### src/rtl/lpst_pkg.sv
`default_nettype none

package lpst_pkg;

	// Register map, index i at byte address 4*i
	typedef enum logic [1:0] {
		REG_WIDTH  = 2'd0,
		REG_HEIGHT = 2'd1,
		REG_HALF   = 2'd2,
		REG_THRESH = 2'd3
	} reg_idx_t;

	localparam logic [11:0] RST_WIDTH  = 12'd640;
	localparam logic [11:0] RST_HEIGHT = 12'd480;
	localparam logic [3:0]  RST_HALF   = 4'd2;
	localparam logic [7:0]  RST_THRESH = 8'd20;

	// Coordinates are 11 bits, so frames are limited to 2048 in each direction
	localparam logic [11:0] COORD_LIMIT = 12'd2048;

	// Output queue
	localparam int OUTQ_DEPTH = 4;
	localparam int OUTQ_PTR_W = $clog2(OUTQ_DEPTH);
	localparam int OUTQ_CNT_W = $clog2(OUTQ_DEPTH + 1);

	// Per-pixel control carried from the counter stage into the stencil
	typedef struct packed {
		logic        judge;
		logic        frame_last;
		logic        left_edge;
		logic [10:0] column;
		logic [10:0] row;
		logic [7:0]  pixel;
	} ctl_t;

	// One result
	typedef struct packed {
		logic        is_line;
		logic [10:0] column;
		logic [10:0] row;
		logic        frame_last;
	} res_t;

endpackage

`default_nettype wire

### src/rtl/lpst_outq.sv
`default_nettype none

module lpst_outq (
	input  wire logic                            clk,
	input  wire logic                            arst_n,
	input  wire logic                            push,
	input  wire lpst_pkg::res_t                  push_data,
	input  wire logic                            pop,
	output logic                                 valid,
	output lpst_pkg::res_t                       data,
	output logic [lpst_pkg::OUTQ_CNT_W-1:0]      count
);
	import lpst_pkg::*;

	res_t                  buf_q [OUTQ_DEPTH];
	logic [OUTQ_PTR_W-1:0] wr_ptr_q;
	logic [OUTQ_PTR_W-1:0] rd_ptr_q;
	logic [OUTQ_CNT_W-1:0] cnt_q;

	// Storage
	always_ff @(posedge clk) begin
		if (push) begin
			buf_q[wr_ptr_q] <= push_data;
		end
	end

	// Pointers and fill level
	always_ff @(posedge clk or negedge arst_n) begin
		if (!arst_n) begin
			wr_ptr_q <= '0;
			rd_ptr_q <= '0;
			cnt_q    <= '0;
		end else begin
			if (push) begin
				wr_ptr_q <= wr_ptr_q + OUTQ_PTR_W'(1);
			end
			if (pop) begin
				rd_ptr_q <= rd_ptr_q + OUTQ_PTR_W'(1);
			end
			if (push && !pop) begin
				cnt_q <= cnt_q + OUTQ_CNT_W'(1);
			end else if (pop && !push) begin
				cnt_q <= cnt_q - OUTQ_CNT_W'(1);
			end
		end
	end

	assign valid = (cnt_q != '0);
	assign data  = buf_q[rd_ptr_q];
	assign count = cnt_q;

endmodule

`default_nettype wire

### config.mk
export PLATFORM = sky130hd
export DESIGN_NAME = lpst_outq
export DESIGN_NICKNAME = d
export VERILOG_FILES = /design/src/rtl/lpst_pkg.sv /design/src/rtl/lpst_outq.sv
export SDC_FILE = /design/constraint.sdc
export NUM_CORES = 1
export LEC_CHECK = 0
export ABC_AREA = 1
export BUFFER_PORTS_ARGS = -buffer_cell sky130_fd_sc_hd__buf_2
export CELL_PAD_IN_SITES_DETAIL_PLACEMENT = 0
export CELL_PAD_IN_SITES_GLOBAL_PLACEMENT = 2
export CORE_MARGIN = 8
export CORE_UTILIZATION = 39
export DETAILED_ROUTE_END_ITERATION = 7
export GPL_ROUTABILITY_DRIVEN = 0
export MAX_ROUTING_LAYER = met4
export PLACE_DENSITY_LB_ADDON = 0.1
export SLEW_MARGIN = 15
export SYNTH_ARGS = -nofsm -noshare
export SYNTH_HDL_FRONTEND = slang
export SYNTH_SLANG_ARGS = --single-unit
### constraint.sdc
create_clock -name clk -period 2 [get_ports clk]
set_input_delay 0.2 -clock clk [delete_from_list [all_inputs] [get_ports clk]]
set_output_delay 0.2 -clock clk [all_outputs]
set_load 0.05 [all_outputs]
==> results.txt, run 1 <==
----------------------------------------------------
[Outcome]
  Run status ... finished clean

[Power]
  Total power per unit cell area ... 1627 nW/um^2
  Overall power after layout ... 8.049 mW
  Maximum vdd ir drop ... 0.6757 mV
  Leak Pwr ... 2.063 nW

[Setup path]
  Arrival time of the worst setup path ... 1.68 ns
  Capturing point of the worst reg2reg path ... buf_q[1][1]
  Worst Path Required ... 1.80 ns
  CP Buf/Inv Count ... 2
  Startpoint of the most critical register-to-register path ... wr_ptr_q[1]
  Endpoint type of the worst setup path ... primary output
  Critical Path Max Stage Delay ... 0.44 ns
  Worst-path maximum fanout ... 48
  Kind of cell with the highest combined delay on the critical path ... buffers and inverters
  R2R depth ... 5
  Nature of the critical path startpoint ... flop
  Ordered list of cells on the worst path ... buf_6, o211ai_1, nand2_1, buf_2
  Internal reg-to-reg setup slack ... 0.47 ns
  Beginning of the critical path ... rd_ptr_q[0]
  Crit-path slowest cell ... dfrtp_4
  Stages on worst setup path ... 4
  Crit path kind ... reg2out
  Critical path destination ... data[16]

[Yosys]
  Area share of the largest cell type after synthesis ... 66.72%
  Distinct cell type count of the synthesized netlist ... 18
  Most common cell in the synthesized netlist ... edfxtp_1
  Proportion of synthesized flip-flops having asynchronous set or reset ... 6.796%
  Number of enable flip-flop cells after synthesis ... 96
  Sequential element share of the synthesized area ... 70.78%
  Gate Count Post-Synth ... 328
  Post-Synthesis Mean Instance Area ... 13.17 um^2
  Cell taking the most area after synthesis ... edfxtp_1
  Post-synth top flop ... edfxtp_1
  Most frequent cells after synthesis ... edfxtp_1 (96), nand2_1 (86), inv_1 (59)
  Synth top area cells ... edfxtp_1 (67%), nand2_1 (7.5%), o211ai_2 (5.5%)
  Flip-flop and latch count after synthesis ... 103
  Cell area after synthesis ... 4320 um^2
  Synthesized net count ... 362
  Number of warnings reported in the yosys synthesis log ... 0

[Clocking]
  Clk_lat worst skew ... 0.36 ns
  Number of buffers created by CTS ... 9
  Maximum level of the CTS H-tree ... 3
  Clock tree from TritonCTS ... built
  Clock Path Buffers ... 2
  Count of buffers added by post-CTS timing repair for setup ... 0
  Root Driver ... clkbuf_8
  Clock-pin slew reported for the worst setup and hold paths after clock tree synthesis ... 0.10 ns
  Clk sink count ... 103

[Route]
  DRC marker count from the first detailed-route iteration ... 130
  Antenna-violating nets left ... 0
  Vias per std cell ... 4.543
  Number of iterations in the first detailed-routing pass ... 4
  Post-detailed-route DRC marker count ... 0
  Total detailed-routing wirelength ... 8204 um
  Via total after detailed routing ... 2435
  Per-cell routed wire length ... 15.31 um

[Worst hold path]
  Worst min-delay path category ... in2reg

[Die]
  Initial core utilization ... 39.85%
  Total die area ... 14700 um^2
  Site row count ... 38
  Die width ... 121.3 um
  Height of the die ... 121.3 um
  Placeable core region ... 10840 um^2
  # IOs ... 56

[Layout]
  Number of nets in the final layout ... 425
  Number of filler instances in the final layout ... 1025
  Share of layout cells above drive strength 1 ... 25.25%
  Multi-input combinational cell area ... 915.9 um^2
  Layout overhead on the synthesized area ... 14.48%
  Final antenna diode count ... 0
  Sequential cell area in the final layout ... 3062 um^2

[Global route]
  Wire length of the first global-routing pass ... 13160 um
  Global routing usage summed across all routing layers ... 12.20%
  Largest net degree at the start of global routing ... 51
  Via count of the first global-routing pass ... 2456
  Initial antenna violation count ... 0
  Remaining global-route overflow ... 0

[Placement]
  DP HPWL ... 5232 um
  Number of I/O port buffers ... 55

[Timing]
  Maximum clock rate ... 533.1 MHz
  Max Slew Vio Count ... 0
  Worst Clk Skew ... 0.01087 ns
  Final sum of negative setup slack ... 0 ns
  Share of the cycle needed by the critical path after routing ... 93.80%
  Setup repair after global routing missed its margin ... false
  Shortest clock period the worst path allows after layout ... 1.876 ns
  Worst slew margin relative to its limit ... 75.10%
  Number of failing setup endpoints in the final timing report ... 0
  Actual slew at the worst max-slew pin ... 0.3735 ns
  Hold Vio Cnt, Final ... 0

[Job]
  Count of maximum capacitance violations ... 0

----------------------------------------------------
==> stage by stage <==
| stage | area [um^2] | worst slack [ns] | hold WS (ns) | std cells | utilization [%] |
|---|---|---|---|---|---|
| floorplan | 4320 | 0.4701 | -0.09559 | 328 | - |
| global placement | 4776 | 0.3811 | 0.05598 | 519 | 44.06 |
| detailed placement | 4776 | 0.3673 | 0.05379 | 519 | 44.06 |
| CTS | 4945 | 0.03667 | 0.02525 | 536 | 45.61 |
| global route | 4946 | 0.02487 | 0.03609 | 536 | 45.63 |
| finish | 4946 | 0.1240 | 0.04903 | 536 | 45.63 |
==> cell usage in the layout, fill, tap and decap left out <==
| master | instances |
|---|---|
| edfxtp_1 | 96 |
| o211ai_1 | 29 |
| o211ai_2 | 19 |
| clkinv_2 | 2 |
| dlygate4sd3_1 | 1 |
| ha_1 | 5 |
| fa_1 | 1 |
| buf_12 | 2 |
| xnor2_1 | 1 |
| nor2_1 | 1 |
| clkinv_1 | 4 |
| buf_6 | 1 |
| dfrtp_1 | 6 |
| xor2_1 | 3 |
| inv_1 | 59 |
| clkbuf_1 | 1 |
| o21ai_1 | 1 |
| nand2_1 | 86 |
| buf_2 | 55 |
| clkinvlp_4 | 1 |
| clkbuf_8 | 9 |
| buf_4 | 10 |
| dfrtp_4 | 1 |
| nand4_1 | 1 |
| nand3_1 | 1 |
==> cells by family (layout without fill, tap and decap cells) <==
logic type               count (synthesis)  after routing  share of synthesized area (%)
XOR/XNOR                                 4              4                         0.8110
AO/OA/AOI/OAI                           49             49                          10.66
AND/OR/NAND/NOR                         89             89                          7.819
buffers and inverters                   77            145                          8.022
adder cells (fa/ha/maj)                  6              6                          1.911
flip-flops                             103            103                          70.78
==> worst min-delay path by stage <==
| stage | start | endpoint | depth (start not counted) |
|---|---|---|---|
| 2_1_floorplan | arst_n | count[0] | 0 |
| 3_3_place_gp | arst_n | count[0] | 1 |
| 3_5_place_dp | arst_n | count[0] | 1 |
| 4_1_cts | push_data[9] | buf_q[2][9] | 1 |
| 5_1_grt | push_data[9] | buf_q[2][9] | 1 |
| 6_report | push_data[10] | buf_q[3][10] | 1 |
==> final cells by class <==
class                           count  area share, %
Inverter                           60          4.579
Sequential cell                   103          61.90
Clock inverter                      6         0.5565
Timing Repair Buffer               69          8.323
Multi-Input combinational cell    148          18.52
Clock buffer                       10          2.580
Tap cell                          140          3.542
==> routing by layer <==
layer,track usage [%],share of wire [%],vias to the layer above,wire [um]
li1,-,-,1237,-
met1,16.03,48,1141,3942
met2,17.96,46,46,3793
met3,2.094,3.9,11,320
met4,6.014,1.8,0,148
met5,-,0,-,0
==> worst register-to-register path, delay by kind of cell (launching register included) <==
family	cells	cell delay, ns
buffers and inverters	3	0.60
and+or+nand+nor	1	0.05
adders and majority gates	1	0.16
DFF	1	0.41
==> registers in the layout (all words and copies together) (netlist names) <==
name / count
buf_q: 96
count: 3
rd_ptr_q: 2
wr_ptr_q: 2
==> timing repair <==
action	4_1_cts	5_1_grt
gates resized for setup	1	1
hold buffers	1	0
endpoints found under the hold margin	7	0
endpoints found under the setup margin	12	10
gates cloned	0	0
==> report_power, final <==
| part | internal [mW] | switching (mW) |
|---|---|---|
| sequential | 2.84 | 0.154 |
| combinational | 1.00 | 2.96 |
| clock | 0.435 | 0.664 |
Power figures use the tool's default switching activity.
==> run 2: changes to the inputs <==
- CAP_MARGIN: unset -> 10
- RECOVER_POWER: unset -> 100
==> run 2 against run 1 <==
Net effect: global-route usage unchanged; total power down 0.67%; largest power group unchanged; clock power barely moved; via count shrank 0.12%; largest cell class unchanged.
==> results.txt, run 2 (same netlist as run 1, synthesis figures left out) <==
----------------------------------------------------
[Timing]
  Worst Clk Skew ... 0.01085 ns (-0.00001740 ns)
  Max Slew Vio Count ... 0 (unchanged)
  Setup repair after global routing missed its margin ... false
  Hold Vio Cnt, Final ... 0 (unchanged)
  Maximum clock rate ... 529.6 MHz (-0.65%)
  Actual slew at the worst max-slew pin ... 0.6053 ns (+0.2319 ns)
  Hold slack final ... 0.06226 ns (+0.01323 ns)
  Final sum of negative setup slack ... 0 ns (unchanged)
  Worst slew margin relative to its limit ... 59.82% (-15 points)
  Share of the cycle needed by the critical path after routing ... 94.42% (+0.62 points)
  Final worst slack ... 0.1117 ns (-0.01234 ns)
  Shortest clock period the worst path allows after layout ... 1.888 ns (+0.01234 ns)
  Number of failing setup endpoints in the final timing report ... 0 (unchanged)

[Power]
  Maximum vdd ir drop ... 0.6576 mV (-2.7%)
  Fraction of power consumed by combinational cells ... 48.7% (-0.5 points)
  Clock power share ... 13.8% (about the same)
  Sequential Power Share ... 37.5% (+0.3 points)
  Fraction of power spent switching nets ... 47.38% (+0.49 points)
  Leak Pwr ... 1.969 nW (-4.6%)
  Cell internal power dissipation ... 4.207 mW (-1.6%)
  Total power per unit cell area ... 1640 nW/um^2 (+0.76%)
  Switch Pwr ... 3.788 mW (+0.36%)

[Route]
  DRC marker count from the first detailed-route iteration ... 143 (+10%)
  Via total after detailed routing ... 2432 (-0.12%)
  Amount of wire on met2 after detailed routing ... 3812 um (+0.50%)
  Antenna-violating nets left ... 0 (unchanged)
  Post-detailed-route DRC marker count ... 0 (unchanged)
  Number of iterations in the first detailed-routing pass ... 4 (unchanged)
  Vias per std cell ... 4.537 (-0.12%)
  Top layer used by detailed routing ... met4
  Total detailed-routing wirelength ... 8189 um (-0.18%)
  Met3 wirelength from detailed routing ... 266 um (-17%)
  Met1 Routed Length ... 3984 um (+1.1%)
  Per-cell routed wire length ... 15.28 um (-0.18%)

[Clocking]
  Clk sink count ... 103 (unchanged)
  Clock Path Buffers ... 2 (unchanged)
  Clk_lat worst skew ... 0.37 ns (about the same)
  Number of buffers created by CTS ... 9 (unchanged)
  Maximum level of the CTS H-tree ... 3 (unchanged)
  Root Driver ... clkbuf_8
  Clock-pin slew reported for the worst setup and hold paths after clock tree synthesis ... 0.09 ns (about the same)
  Clock tree from TritonCTS ... built

[Placement]
  DP HPWL ... 5232 um (unchanged)
  Instance count after placement with tap cells included ... 519 (unchanged)
  Number of I/O port buffers ... 55 (unchanged)
  Place WS ... 0.3673 ns (unchanged)

[Layout]
  Sequential cell area in the final layout ... 3062 um^2 (unchanged)
  Layout overhead on the synthesized area ... 12.86%
  Number of filler instances in the final layout ... 1043 (+1.8%)
  Leading cell type in the layout, fill and taps excluded ... edfxtp_1
  Commonest cells after routing, fill and taps aside ... edfxtp_1 (96), nand2_1 (86), inv_1 (59)
  Multi-input combinational cell area ... 915.9 um^2 (unchanged)
  Number of nets in the final layout ... 425 (unchanged)
  Largest register by flop count ... buf_q
  Non-Filler Instances ... 536 (unchanged)
  Share of layout cells above drive strength 1 ... 17.17% (-8.1 points)
  Final antenna diode count ... 0 (unchanged)
  Largest register FFs ... 96 (unchanged)
  Fraction of the core area covered by cells at the end of the flow ... 44.98% (-0.65 points)

[Global route]
  Global routing usage summed across all routing layers ... 12.20% (unchanged)
  Initial antenna violation count ... 0 (unchanged)
  Largest net degree at the start of global routing ... 51 (unchanged)
  Via count of the first global-routing pass ... 2456 (unchanged)
  Remaining global-route overflow ... 0 (unchanged)
  Wire length of the first global-routing pass ... 13160 um (unchanged)

[Setup path]
  Critical Path Max Stage Delay ... 0.40 ns (-0.04 ns)
  Endpoint type of the worst setup path ... primary output
  CP Buf/Inv Count ... 3 (+1)
  Arrival time of the worst setup path ... 1.69 ns (about the same)
  Ordered list of cells on the worst path ... clkinv_2, clkbuf_4, o211ai_1, nand2_1, buf_2
  Worst-path maximum fanout ... 13 (-73%)
  Crit path kind ... reg2out
  Crit-path slowest cell ... dfrtp_1
  Worst Path Required ... 1.80 ns (about the same)
  Kind of cell with the highest combined delay on the critical path ... buffers and inverters
  Nature of the critical path startpoint ... flop

[Die]
  Site row count ... 38 (unchanged)
  Height of the die ... 121.3 um (unchanged)
  Total die area ... 14700 um^2 (unchanged)
  Die width ... 121.3 um (unchanged)
  Initial core utilization ... 39.85% (unchanged)
  # IOs ... 56 (unchanged)
  Placeable core region ... 10840 um^2 (unchanged)

[Outcome]
  Run status ... finished clean

[Job]
  Count of maximum capacitance violations ... 0 (unchanged)

[Worst hold path]
  Worst min-delay path category ... in2reg

----------------------------------------------------
==> run 2: changes by cell type in the layout (fill, tap and decap cells not counted), sizes merged <==
cell	delta
buf	-55
clkbuf	+55
==> run 2: through the flow <==
stage	cell area, um^2	total power [mW]
final	4876	7.995
after global routing	4876	8.484
after CTS	4945	8.201
after detailed placement	4776	7.082
after global placement	4776	7.052
after floorplan	4320	6.120
==> run 2: cell type report <==
type / count / area share [%]
timing repair buffer: 69 / 7.005
clock inverter: 6 / 0.5645
multi-input combinational: 148 / 18.78
sequential: 103 / 62.79
inverter: 60 / 4.645
tap: 140 / 3.593
clock buffer: 10 / 2.617
==> run 2: worst paths after layout <==
| check | to | from | depth (start not counted) | slack (ns) |
|---|---|---|---|---|
| min in group asynchronous | wr_ptr_q[1] | arst_n | 2 | 0.26 |
| worst max-delay path | data[18] | rd_ptr_q[1] | 5 | 0.11 |
| worst max register to register | buf_q[1][1] | wr_ptr_q[1] | 5 | 0.17 |
| max in group asynchronous | rd_ptr_q[0] | arst_n | 2 | 1.39 |
| worst min-delay path | rd_ptr_q[0] | pop | 2 | 0.06 |
| worst min register to register | count[2] | count[2] | 2 | 0.51 |
==> run 2: power groups by stage <==
stage / Sequential (mW) / Clock [mW] / Combinational (mW)
finish: 3.00 / 1.10 / 3.89
global route: 3.05 / 1.24 / 4.20
CTS: 3.00 / 1.15 / 4.05
detailed placement: 3.04 / 0 / 4.04
global placement: 3.03 / 0 / 4.02
floorplan: 3.11 / 0 / 3.01
==> run 2: worst register-to-register path, stage by stage (launching register included) <==
cell and delay (ns):
dfrtp_1 0.41, inv_1 0.10, ha_1 0.15, nand2_1 0.05
inv_1 0.22, buf_2 0.52
==> run 2: layer usage <==
layer  vias up  global-route usage, %
met5         -                      -
met4         0                  6.014
met3        11                  2.094
met2        39                  17.96
met1      1145                  16.03
li1       1237                      -
==> run 2: repair_timing <==
item | in CTS | in global routing
setup buffers | 0 | 0
endpoints found under the hold margin | 7 | 0
resized for setup | 1 | 1
pin swaps | 0 | 0
setup endpoints to repair | 12 | 10
hold buffers | 1 | 0
