**src/rtl/lpst_pkg.sv**
```systemverilog
`default_nettype none

package lpst_pkg;

	// Register map, index i at byte address 4*i
	typedef enum logic [1:0] {
		REG_WIDTH  = 2'd0,
		REG_HEIGHT = 2'd1,
		REG_HALF   = 2'd2,
		REG_THRESH = 2'd3
	} reg_idx_t;

	localparam logic [11:0] RST_WIDTH  = 12'd640;
	localparam logic [11:0] RST_HEIGHT = 12'd480;
	localparam logic [3:0]  RST_HALF   = 4'd2;
	localparam logic [7:0]  RST_THRESH = 8'd20;

	// Coordinates are 11 bits, so frames are limited to 2048 in each direction
	localparam logic [11:0] COORD_LIMIT = 12'd2048;

	// Output queue
	localparam int OUTQ_DEPTH = 4;
	localparam int OUTQ_PTR_W = $clog2(OUTQ_DEPTH);
	localparam int OUTQ_CNT_W = $clog2(OUTQ_DEPTH + 1);

	// Per-pixel control carried from the counter stage into the stencil
	typedef struct packed {
		logic        judge;
		logic        frame_last;
		logic        left_edge;
		logic [10:0] column;
		logic [10:0] row;
		logic [7:0]  pixel;
	} ctl_t;

	// One result
	typedef struct packed {
		logic        is_line;
		logic [10:0] column;
		logic [10:0] row;
		logic        frame_last;
	} res_t;

endpackage

`default_nettype wire

```
**src/rtl/lpst_stencil.sv**
```systemverilog
`default_nettype none

module lpst_stencil #(
	parameter int MAX_HALF = 8,
	parameter int HW       = 4
) (
	input  wire logic           clk,
	input  wire logic           arst_n,
	input  wire logic [HW-1:0]  half,
	input  wire logic [7:0]     thresh,
	input  wire logic           valid_s1,
	input  wire lpst_pkg::ctl_t ctl_s1,
	input  wire logic [7:0]     rd_a,
	input  wire logic [7:0]     rd_b,
	output logic                pend_s2,
	output logic                res_valid,
	output lpst_pkg::res_t      res
);
	import lpst_pkg::*;

	localparam int IDX_W = (MAX_HALF > 1) ? $clog2(MAX_HALF) : 1;

	// a_line: centre-row reads at column x+H (one per pixel)
	// s_line: centre-row value at the pixel's own column
	logic [7:0] a_line_q [MAX_HALF];
	logic [7:0] s_line_q [MAX_HALF];

	logic [IDX_W-1:0] tap;
	logic [7:0]       ctr;
	logic [7:0]       lft;
	logic [7:0]       s_val;

	logic       valid_s2;
	ctl_t       ctl_s2;
	logic [7:0] ctr_s2;
	logic [7:0] lft_s2;
	logic [7:0] rgt_s2;
	logic [7:0] up_s2;
	logic [7:0] dn_s2;

	function automatic logic exceeds(input logic [7:0] a, input logic [7:0] b,
		input logic [7:0] t);
		return {2'b00, a} > ({2'b00, b} + {2'b00, t});
	endfunction

	// Tap H back holds the read made H pixels earlier in this row
	assign tap   = IDX_W'(half - HW'(1));
	assign ctr   = a_line_q[tap];
	assign lft   = s_line_q[tap];
	// Left of H the own column comes from port B, else from the delayed A read
	assign s_val = ctl_s1.left_edge ? rd_b : ctr;

	// Shift lines advance once per pixel
	always_ff @(posedge clk) begin
		if (valid_s1) begin
			a_line_q[0] <= rd_a;
			s_line_q[0] <= s_val;
			for (int i = 1; i < MAX_HALF; i++) begin
				a_line_q[i] <= a_line_q[i-1];
				s_line_q[i] <= s_line_q[i-1];
			end
		end
	end

	// Stage 2: operands of judged pixels
	always_ff @(posedge clk or negedge arst_n) begin
		if (!arst_n) begin
			valid_s2 <= 1'b0;
		end else begin
			valid_s2 <= valid_s1 && ctl_s1.judge;
		end
	end

	always_ff @(posedge clk) begin
		ctl_s2 <= ctl_s1;
		ctr_s2 <= ctr;
		lft_s2 <= lft;
		rgt_s2 <= rd_a;
		up_s2  <= rd_b;
		dn_s2  <= ctl_s1.pixel;
	end

	// Contrast test, both horizontal or both vertical neighbors
	always_comb begin
		res.is_line    = (exceeds(ctr_s2, lft_s2, thresh) && exceeds(ctr_s2, rgt_s2, thresh)) ||
		                 (exceeds(ctr_s2, up_s2, thresh) && exceeds(ctr_s2, dn_s2, thresh));
		res.column     = ctl_s2.column;
		res.row        = ctl_s2.row;
		res.frame_last = ctl_s2.frame_last;
	end

	assign res_valid = valid_s2;
	assign pend_s2   = valid_s2;

endmodule

`default_nettype wire

```
**config.mk**
```make
export PLATFORM = sky130hd
export DESIGN_NAME = lpst_stencil
export DESIGN_NICKNAME = d
export VERILOG_FILES = /design/src/rtl/lpst_pkg.sv /design/src/rtl/lpst_stencil.sv
export SDC_FILE = /design/constraint.sdc
export NUM_CORES = 1
export LEC_CHECK = 0
export ABC_AREA = 1
export BUFFER_PORTS_ARGS = -buffer_cell sky130_fd_sc_hd__clkbuf_2
export CORE_MARGIN = 1.5
export CORE_UTILIZATION = 55
export CTS_BUF_LIST = sky130_fd_sc_hd__clkbuf_4
export DETAILED_ROUTE_END_ITERATION = 8
export PLACE_DENSITY = 0.73
export SLEW_MARGIN = 20
export SYNTH_ARGS = -nofsm -noshare
export SYNTH_HDL_FRONTEND = slang
export SYNTH_SLANG_ARGS = --single-unit
```
**constraint.sdc**
```tcl
create_clock -name clk -period 3 [get_ports clk]
set_input_delay 0.15 -clock clk [delete_from_list [all_inputs] [get_ports clk]]
set_output_delay 0.15 -clock clk [all_outputs]
set_load 0.01 [all_outputs]
```
==> impl_summary.md, run 1 <==
Finish
In the final layout, the share of cells above drive strength 1 is 17.8%. Compared with the post-synthesis result, the final layout area differs by 18.1%. The final standard cell utilization of the core is 66.3%. The number of non-filler instances in the completed layout is 1125. The net count of the finished layout is 1056. The final non-filler cell area is 10000 um^2.

GRT
The initial antenna violation count is 1. The via count of the first global-routing pass is 5945. The first global-routing pass estimated 29.2 mm of wire. The total overflow left after global routing is 0. The total routing resource utilization after global routing is 23.6%. The maximum number of pins on one net before global-route repair is 130.

Synth
The instance count of the mapped netlist is 780. After synthesis, the share of flip-flops with an asynchronous set or reset is 0.521%. The combined area of all synthesized cells is 8500 um^2. In the synthesized netlist the dominant register cell turns out to be edfxtp_1. After synthesis, the mean cell area works out to 10.9 um^2.

The number of enable-type register cells in the synthesized netlist is 128. After synthesis the netlist holds a flip-flop and latch count of 192. The total of warnings raised by yosys is 0. The unique cell type count in the Yosys netlist is 27. The number of nets in the synthesized netlist is 913. Sequential elements use 60.3% of the synthesized area.

Status
The run finished, with violations left. The checks that failed: negative setup slack.

Floorplanning
The number of top-level design ports is 90. For this configuration, the core starts out at a cell density of 56.1%. The floorplan step defined a die boundary enclosing 16200 um^2.

The horizontal extent of the die is 127 um. The chip height is 127 um. The floorplan has 45 rows. The area of the placeable core is 15100 um^2.

Job
The max-capacitance violation count is 0.

Power
Summed over all cells, the static leakage comes to 4.34 nW. IR analysis of the VDD net gives a maximum drop of 383 uV. The areal power density over the cells is 592 nW/um^2.

Drt
The first-pass iteration count of the detailed router is 5. The average vias per placed instance is 5.40. The wire length per cell after detailed routing is 16.5 um. The total vias in the final route is 6072. The number of design-rule violations left by the first detailed-router iteration is 479.

Once detail routing completed, the nets flagged for antenna violations numbered 0. The routed design has 18.5 mm of wire. The count of unresolved DRC violations after routing is 0.

Worst setup path
Of all nets on the critical path, the largest fanout is 3. The largest single stage delay on the critical path is 0.36 ns. STA classifies the critical path endpoint as a primary output. The setup slack on the worst flop-to-flop path is 1.63 ns. The gate family responsible for the most delay along the worst path is simple AND/OR/NAND/NOR gates. STA classifies the critical path startpoint as a flop. STA puts the critical path data required time at 2.85 ns. The slowest stage of the critical path is the dfxtp_2 cell. Traced cell by cell, the critical path runs through ha_2 -> inv_1 -> fa_2 -> nor2_2 -> nor2_2 -> nor2_1 -> nor2_1 -> xor2_1 -> ha_1 -> nand2_1 -> nor2_1 -> nand2_1 -> nand2_1 -> nor2_1 -> nand2_1 -> nor2_1 -> nand3_1 -> nand2_1 -> buf_2.

The buffer and inverter count on the worst path is 2. The worst setup path is of the reg -> out kind. Data on the critical path arrives at its endpoint at 3.02 ns.

Clock network
The buffer levels on the longest clock path is 2. The tree built by TritonCTS fans out to 192 sinks. The source-to-sink clock delay at the later pin of the worst-skew pair is 0.61 ns. TritonCTS built the clock tree.

The H-tree was split into 4 levels. The cell sitting at the root of the clock tree is a clkbuf_4. The number of CTS-inserted buffers is 17. Clock-pin slew was measured on the worst setup and hold paths at 0.18 ns.

Timing
The number of hold violations in the final report came to 0. Once routing completed, OpenROAD measured the worst setup slack at -0.165 ns. Setup repair after global routing could not meet its margin everywhere. Setup violations remaining at the end of the flow were counted as 1. The number of pins exceeding their max-slew limit in the final report is 0. Timing would allow up to 316 MHz. The largest clock skew in the final design is 0.0278 ns.

The worst relative slew slack is 42.0%. The final critical-path share of the clock period is 106%. For the pin with the worst max-slew slack, the measured transition is 0.869 ns. Subtracting the final worst setup slack from the clock period gives 3.17 ns.

Placed design
At the placement stage, the worst setup path has a slack of 0.239 ns. The count of port buffers added during placement is 88. The final weighted congestion in routability-driven placement is 0.915. Detailed placement finished with a half-perimeter wire length of 11.3 mm. The total placed cells including tap cells is 1038. Once placement finished, the instance area stood at 9100 um^2.

Hold path
The min-delay analysis places its worst path in the category in -> reg.
[cell usage in the layout, fill, tap and decap left out, types with 5 or more instances in the layout]
master,count
nor2_1,128
edfxtp_1,128
nand2_1,114
clkbuf_2,86
ha_1,63
dfxtp_1,59
inv_1,56
o21ai_0,52
dlygate4sd3_1,51
a21oi_1,24
nand3_1,20
clkbuf_4,17
o32ai_1,16
o21ai_1,13
xor2_1,12
a21oi_2,11
xnor2_1,11
buf_4,11
o21a_1,8
a21o_1,5
nor2_2,5
clkinv_8,5
inv_8,5
[path summary, 6_finish.rpt]
| kind | start | endpoint | cells after the start |
|---|---|---|---|
| hold / removal | valid_s1 | pend_s2$_DFF_PN0_ | 4 |
| max in group asynchronous | arst_n | pend_s2$_DFF_PN0_ | 3 |
| setup reg to reg | a_line_q[3][1]$_DFFE_PP_ | s_line_q[0][1]$_DFFE_PP_ | 8 |
| min in group asynchronous | arst_n | pend_s2$_DFF_PN0_ | 3 |
| hold reg to reg | s_line_q[1][6]$_DFFE_PP_ | s_line_q[2][6]$_DFFE_PP_ | 0 |
| setup / recovery | dn_s2[0]$_DFF_P_ | res[23] | 19 |
[power by group]
| part | switching [mW] | internal [mW] | total (mW) |
|---|---|---|---|
| combinational | 0.735 | 0.555 | 1.29 |
| clock | 1.08 | 0.426 | 1.51 |
| sequential | 0.117 | 3.03 | 3.15 |
[cells in the mapped netlist, drive strengths merged, types with 5 or more instances]
cell type,n,share of area [%]
nor2,133,5.9
o21a,8,0.71
ha,65,9.6
clkbuf,6,0.26
xnor2,12,1.2
inv,57,2.5
a21o,5,0.44
nand3,22,1.3
o32ai,16,1.6
nand2,116,5.1
edfxtp,128,45
xor2,13,1.3
o21ai,68,4.0
dfxtp,63,15
a21oi,35,2.4
buf,20,1.6
[metal layers]
layer  part of all wire (%)  GRT usage [%]
met1                     43           29.8
met3                    5.0           4.86
met2                     49           39.5
met4                    2.8           11.0
met5                      0              0
[area by class of cell]
cell class                 instances  area (um^2)
clock buffer                      17          128
fill                            1089         5100
timing repair buffer             150         1050
multi-input combinational        505         3070
sequential                       192         5130
tap                              188          235
antenna                            1         2.50
inverter                          57          216
clock inverter                    15          204
[through the flow]
stage               hold slack (ns)  power [mW]  setup TNS [ns]
finish                       0.0539        5.94          -0.165
global route                  0.119        6.27          -0.414
CTS                           0.122        5.93          -0.211
detailed placement          -0.0740        4.37               0
global placement            -0.0752        4.31               0
floorplan                    -0.146        4.01               0
[sequential cells by signal (all words and copies together), names as in the netlist]
name      count
a_line_q     64
ctr_s2        8
dn_s2         8
lft_s2        8
pend_s2       1
res          23
rgt_s2        8
s_line_q     64
up_s2         8
[cells by family after synthesis]
family | Yosys count | synth area share, %
AND/OR/NAND/NOR | 277 | 12.7
adder cells (fa/ha/maj) | 69 | 10.5
XOR/XNOR | 25 | 2.58
buffers and inverters | 83 | 4.46
flip-flops | 192 | 60.3
AO/OA/AOI/OAI | 134 | 9.39
[worst min-delay path: cells and delay by family]
kind,cells,cell delay (ns)
buf+inv,3,0.33
simple gates,1,0.13
[repair_timing]
action	CTS	global route
endpoints found under the setup margin	1	1
pin swaps	9	2
buffers inserted	2	1
hold endpoints to repair	65	0
hold buffers	51	0
resized for setup	18	12
Note: power is estimated with default switching activity, not from simulation.
==> run 2, diff against run 1 <==
Settings changed: SKIP_CTS_REPAIR_TIMING from default to 1.
==> run 2 against run 1 <==
Against the previous run:
- the run still ends with negative setup slack left
- total power up 0.45%
- first-iteration DRC count up 20%
- clock power about the same
- die area unchanged
- final cell count unchanged
- count of clock-buffer cells in the layout unchanged
- worst setup slack worse by 0.066 ns
- non-clock buffer count unchanged
- sequential power about the same
- routed wire length up 1.3%
- global-route usage down 1.9 points
- combinational power about the same
- critical path type unchanged
- largest cell class unchanged
==> impl_summary.md, run 2 (same netlist as run 1, synthesis figures left out) <==
Finish
The final standard cell utilization of the core is 66.6%. In the layout the commonest cells are nor2_1, edfxtp_1, nand2_1. The layout-stage area growth over the synthesis result is 18.6%. The net count of the finished layout is 1056. Fill cells in the final layout number 1095.

The final non-filler cell area is 10100 um^2. The fraction of final layout cells sized beyond drive strength 1 is 17.8%.

Power
The part of the total power dissipated in the clock network is 25.3%. Combinational logic burns 21.9% of the power. The power share of the sequential group is 52.8%. The peak supply drop is 388 uV.

Net switching is 32.7% of the power. Summed over all nets, the switching power comes to 1.95 mW. In this run the power density over the cells is 592 nW/um^2. The leakage power of the design is 4.35 nW. The internal power summed over all cells is 4.02 mW.

Timing
The number of hold violations in the final report is 0. The number of pins exceeding their max-slew limit in the final report was 0. Clock skew on the completed layout was measured at 0.0287 ns. The worst relative slew slack is 42.1%.

The time the worst path needs with I/O delays and setup is 3.23 ns. Setup repair after global routing could not meet its margin everywhere. The slew at the pin with the worst max-slew slack is 0.868 ns. Static timing analysis puts the maximum clock frequency at 309 MHz. The post-layout worst setup margin is -0.231 ns.

Of the available clock period, the critical path in the final layout requires 108%. The number of failing setup endpoints in the final timing report is 1.

Status
The run finished, with violations left. The final reports fail on negative setup slack.

Clock network
The depth of the CTS H-tree is 4. In this run, CTS created clock tree buffers numbering 17. The tree is rooted in a clkbuf_4. The clock passes through at most 2 buffers. TritonCTS built the clock tree. The clock transition at the registers of the reported paths is 0.18 ns. The count of clock tree sinks is 192.

The source-to-sink clock delay at the later pin of the worst-skew pair is 0.62 ns.

Worst setup path
The worst register-to-register path has a setup slack of 1.62 ns. The worst endpoint data arrival time is 3.08 ns. The critical path in this run is classified as reg -> out. The critical-path maximum fanout is 3. The kind of end point of the critical path is a primary output.

STA classifies the critical path startpoint as a flop. For the worst setup path, the data required time is 2.85 ns.

Drt
The highest routing layer actually used is met4. The total vias in the final route is 6069. The number of nets with antenna violations after routing is 0.

The average vias per placed instance is 5.39. After detailed routing, the wire length on met1 is 8.34 mm. The total wirelength of the detailed-routed design is 18.8 mm.

For this run, the detailed router's first-pass iteration total came to 6. The met3 routed wirelength is 753 um. For this run, design rule violations remaining after detail routing come to 0. The number of design-rule violations left by the first detailed-router iteration is 576. The wire length per cell after detailed routing is 16.7 um.

In the detailed route, the total length drawn on met2 is 9.19 mm.

Floorplanning
The area of the placeable core is 15100 um^2. From left edge to right edge, the die measures 127 um. The initial utilization of the core area, before any placement, comes to 56.1%. The floorplan step defined a die boundary enclosing 16200 um^2. The initialized floorplan defines 45 standard-cell rows.

The chip height is 127 um. The number of top-level design ports is 90.

Placed design
The count of port buffers added during placement is 88. The final weighted congestion in routability-driven placement is 0.915. The half-perimeter wire length of the detailed placement result is 11.3 mm. The post-place instance area is 9100 um^2.

GRT
The total routing resource utilization after global routing is 21.8%. The initial antenna violation count is 1. The global-route wire length before repair is 26.9 mm. The via count of the first global-routing pass came to 5520. The maximum number of pins on one net before global-route repair is 130. The total global routing overflow is 0.

Hold path
The path category of the worst min-delay check is in -> reg.

Job
The max-capacitance violation count is 0.
-- run 2: through the flow --
step / hold WS [ns] / power, mW / TNS, ns / setup slack (ns) / instances
after floorplan: -0.146 / 4.01 / 0 / 0.572 / 780
after global placement: -0.0752 / 4.31 / 0 / 0.246 / 1038
after detailed placement: -0.0740 / 4.37 / 0 / 0.239 / 1038
after CTS: -0.753 / 5.86 / -0.399 / -0.399 / 1070
after global routing: 0.112 / 6.30 / -0.464 / -0.464 / 1125
final: 0.0705 / 5.97 / -0.231 / -0.231 / 1125
-- run 2: critical path, stage by stage (launching register included) --
cell     delay, ns
dfxtp_1       0.37
ha_1          0.17
inv_1         0.06
fa_2          0.36
nor2_2        0.14
nor2_2        0.07
nor2_1        0.09
nor2_1        0.05
xor2_1        0.14
ha_1          0.29
nand2_1       0.09
nor2_1        0.05
nand2_1       0.05
nand2_1       0.05
nor2_1        0.09
nand2_1       0.06
nor2_1        0.08
nand3_1       0.08
nand2_1       0.08
buf_2         0.13
-- run 2: final timing paths --
check / from / end / cells after the start
worst min register to register: a_line_q[1][7]$_DFFE_PP_ / a_line_q[2][7]$_DFFE_PP_ / 0
worst min-delay path: valid_s1 / pend_s2$_DFF_PN0_ / 4
max in group asynchronous: arst_n / pend_s2$_DFF_PN0_ / 3
min in group asynchronous: arst_n / pend_s2$_DFF_PN0_ / 3
worst max register to register: a_line_q[3][1]$_DFFE_PP_ / s_line_q[0][1]$_DFFE_PP_ / 8
worst max-delay path: dn_s2[0]$_DFF_P_ / res[23] / 19
-- run 2: cell type report --
| class | instances | area [um^2] | share of cell area, % |
|---|---|---|---|
| flip-flops and latches | 192 | 5130 | 50.9 |
| multi-input cells | 505 | 3120 | 30.9 |
| repair buffers | 150 | 1050 | 10.4 |
| well taps | 188 | 235 | 2.33 |
| inverters | 57 | 216 | 2.15 |
| clock inverters | 15 | 204 | 2.02 |
| clock buffers | 17 | 128 | 1.27 |
| diodes | 1 | 2.50 | 0.0248 |
-- run 2: power by group through the flow --
stage	Sequential, mW	Combinational, mW	Clock [mW]
6_report	3.15	1.31	1.51
5_1_grt	3.17	1.49	1.64
4_1_cts	3.14	1.18	1.53
3_5_place_dp	3.20	1.17	0
3_3_place_gp	3.19	1.12	0
2_1_floorplan	3.16	0.847	0
-- run 2: routing by layer --
layer / track usage (%) / vias to the layer above
li1: - / 2973
met1: 29.0 / 2898
met5: 0 / -
met3: 5.07 / 39
met4: 8.82 / 0
met2: 34.6 / 159
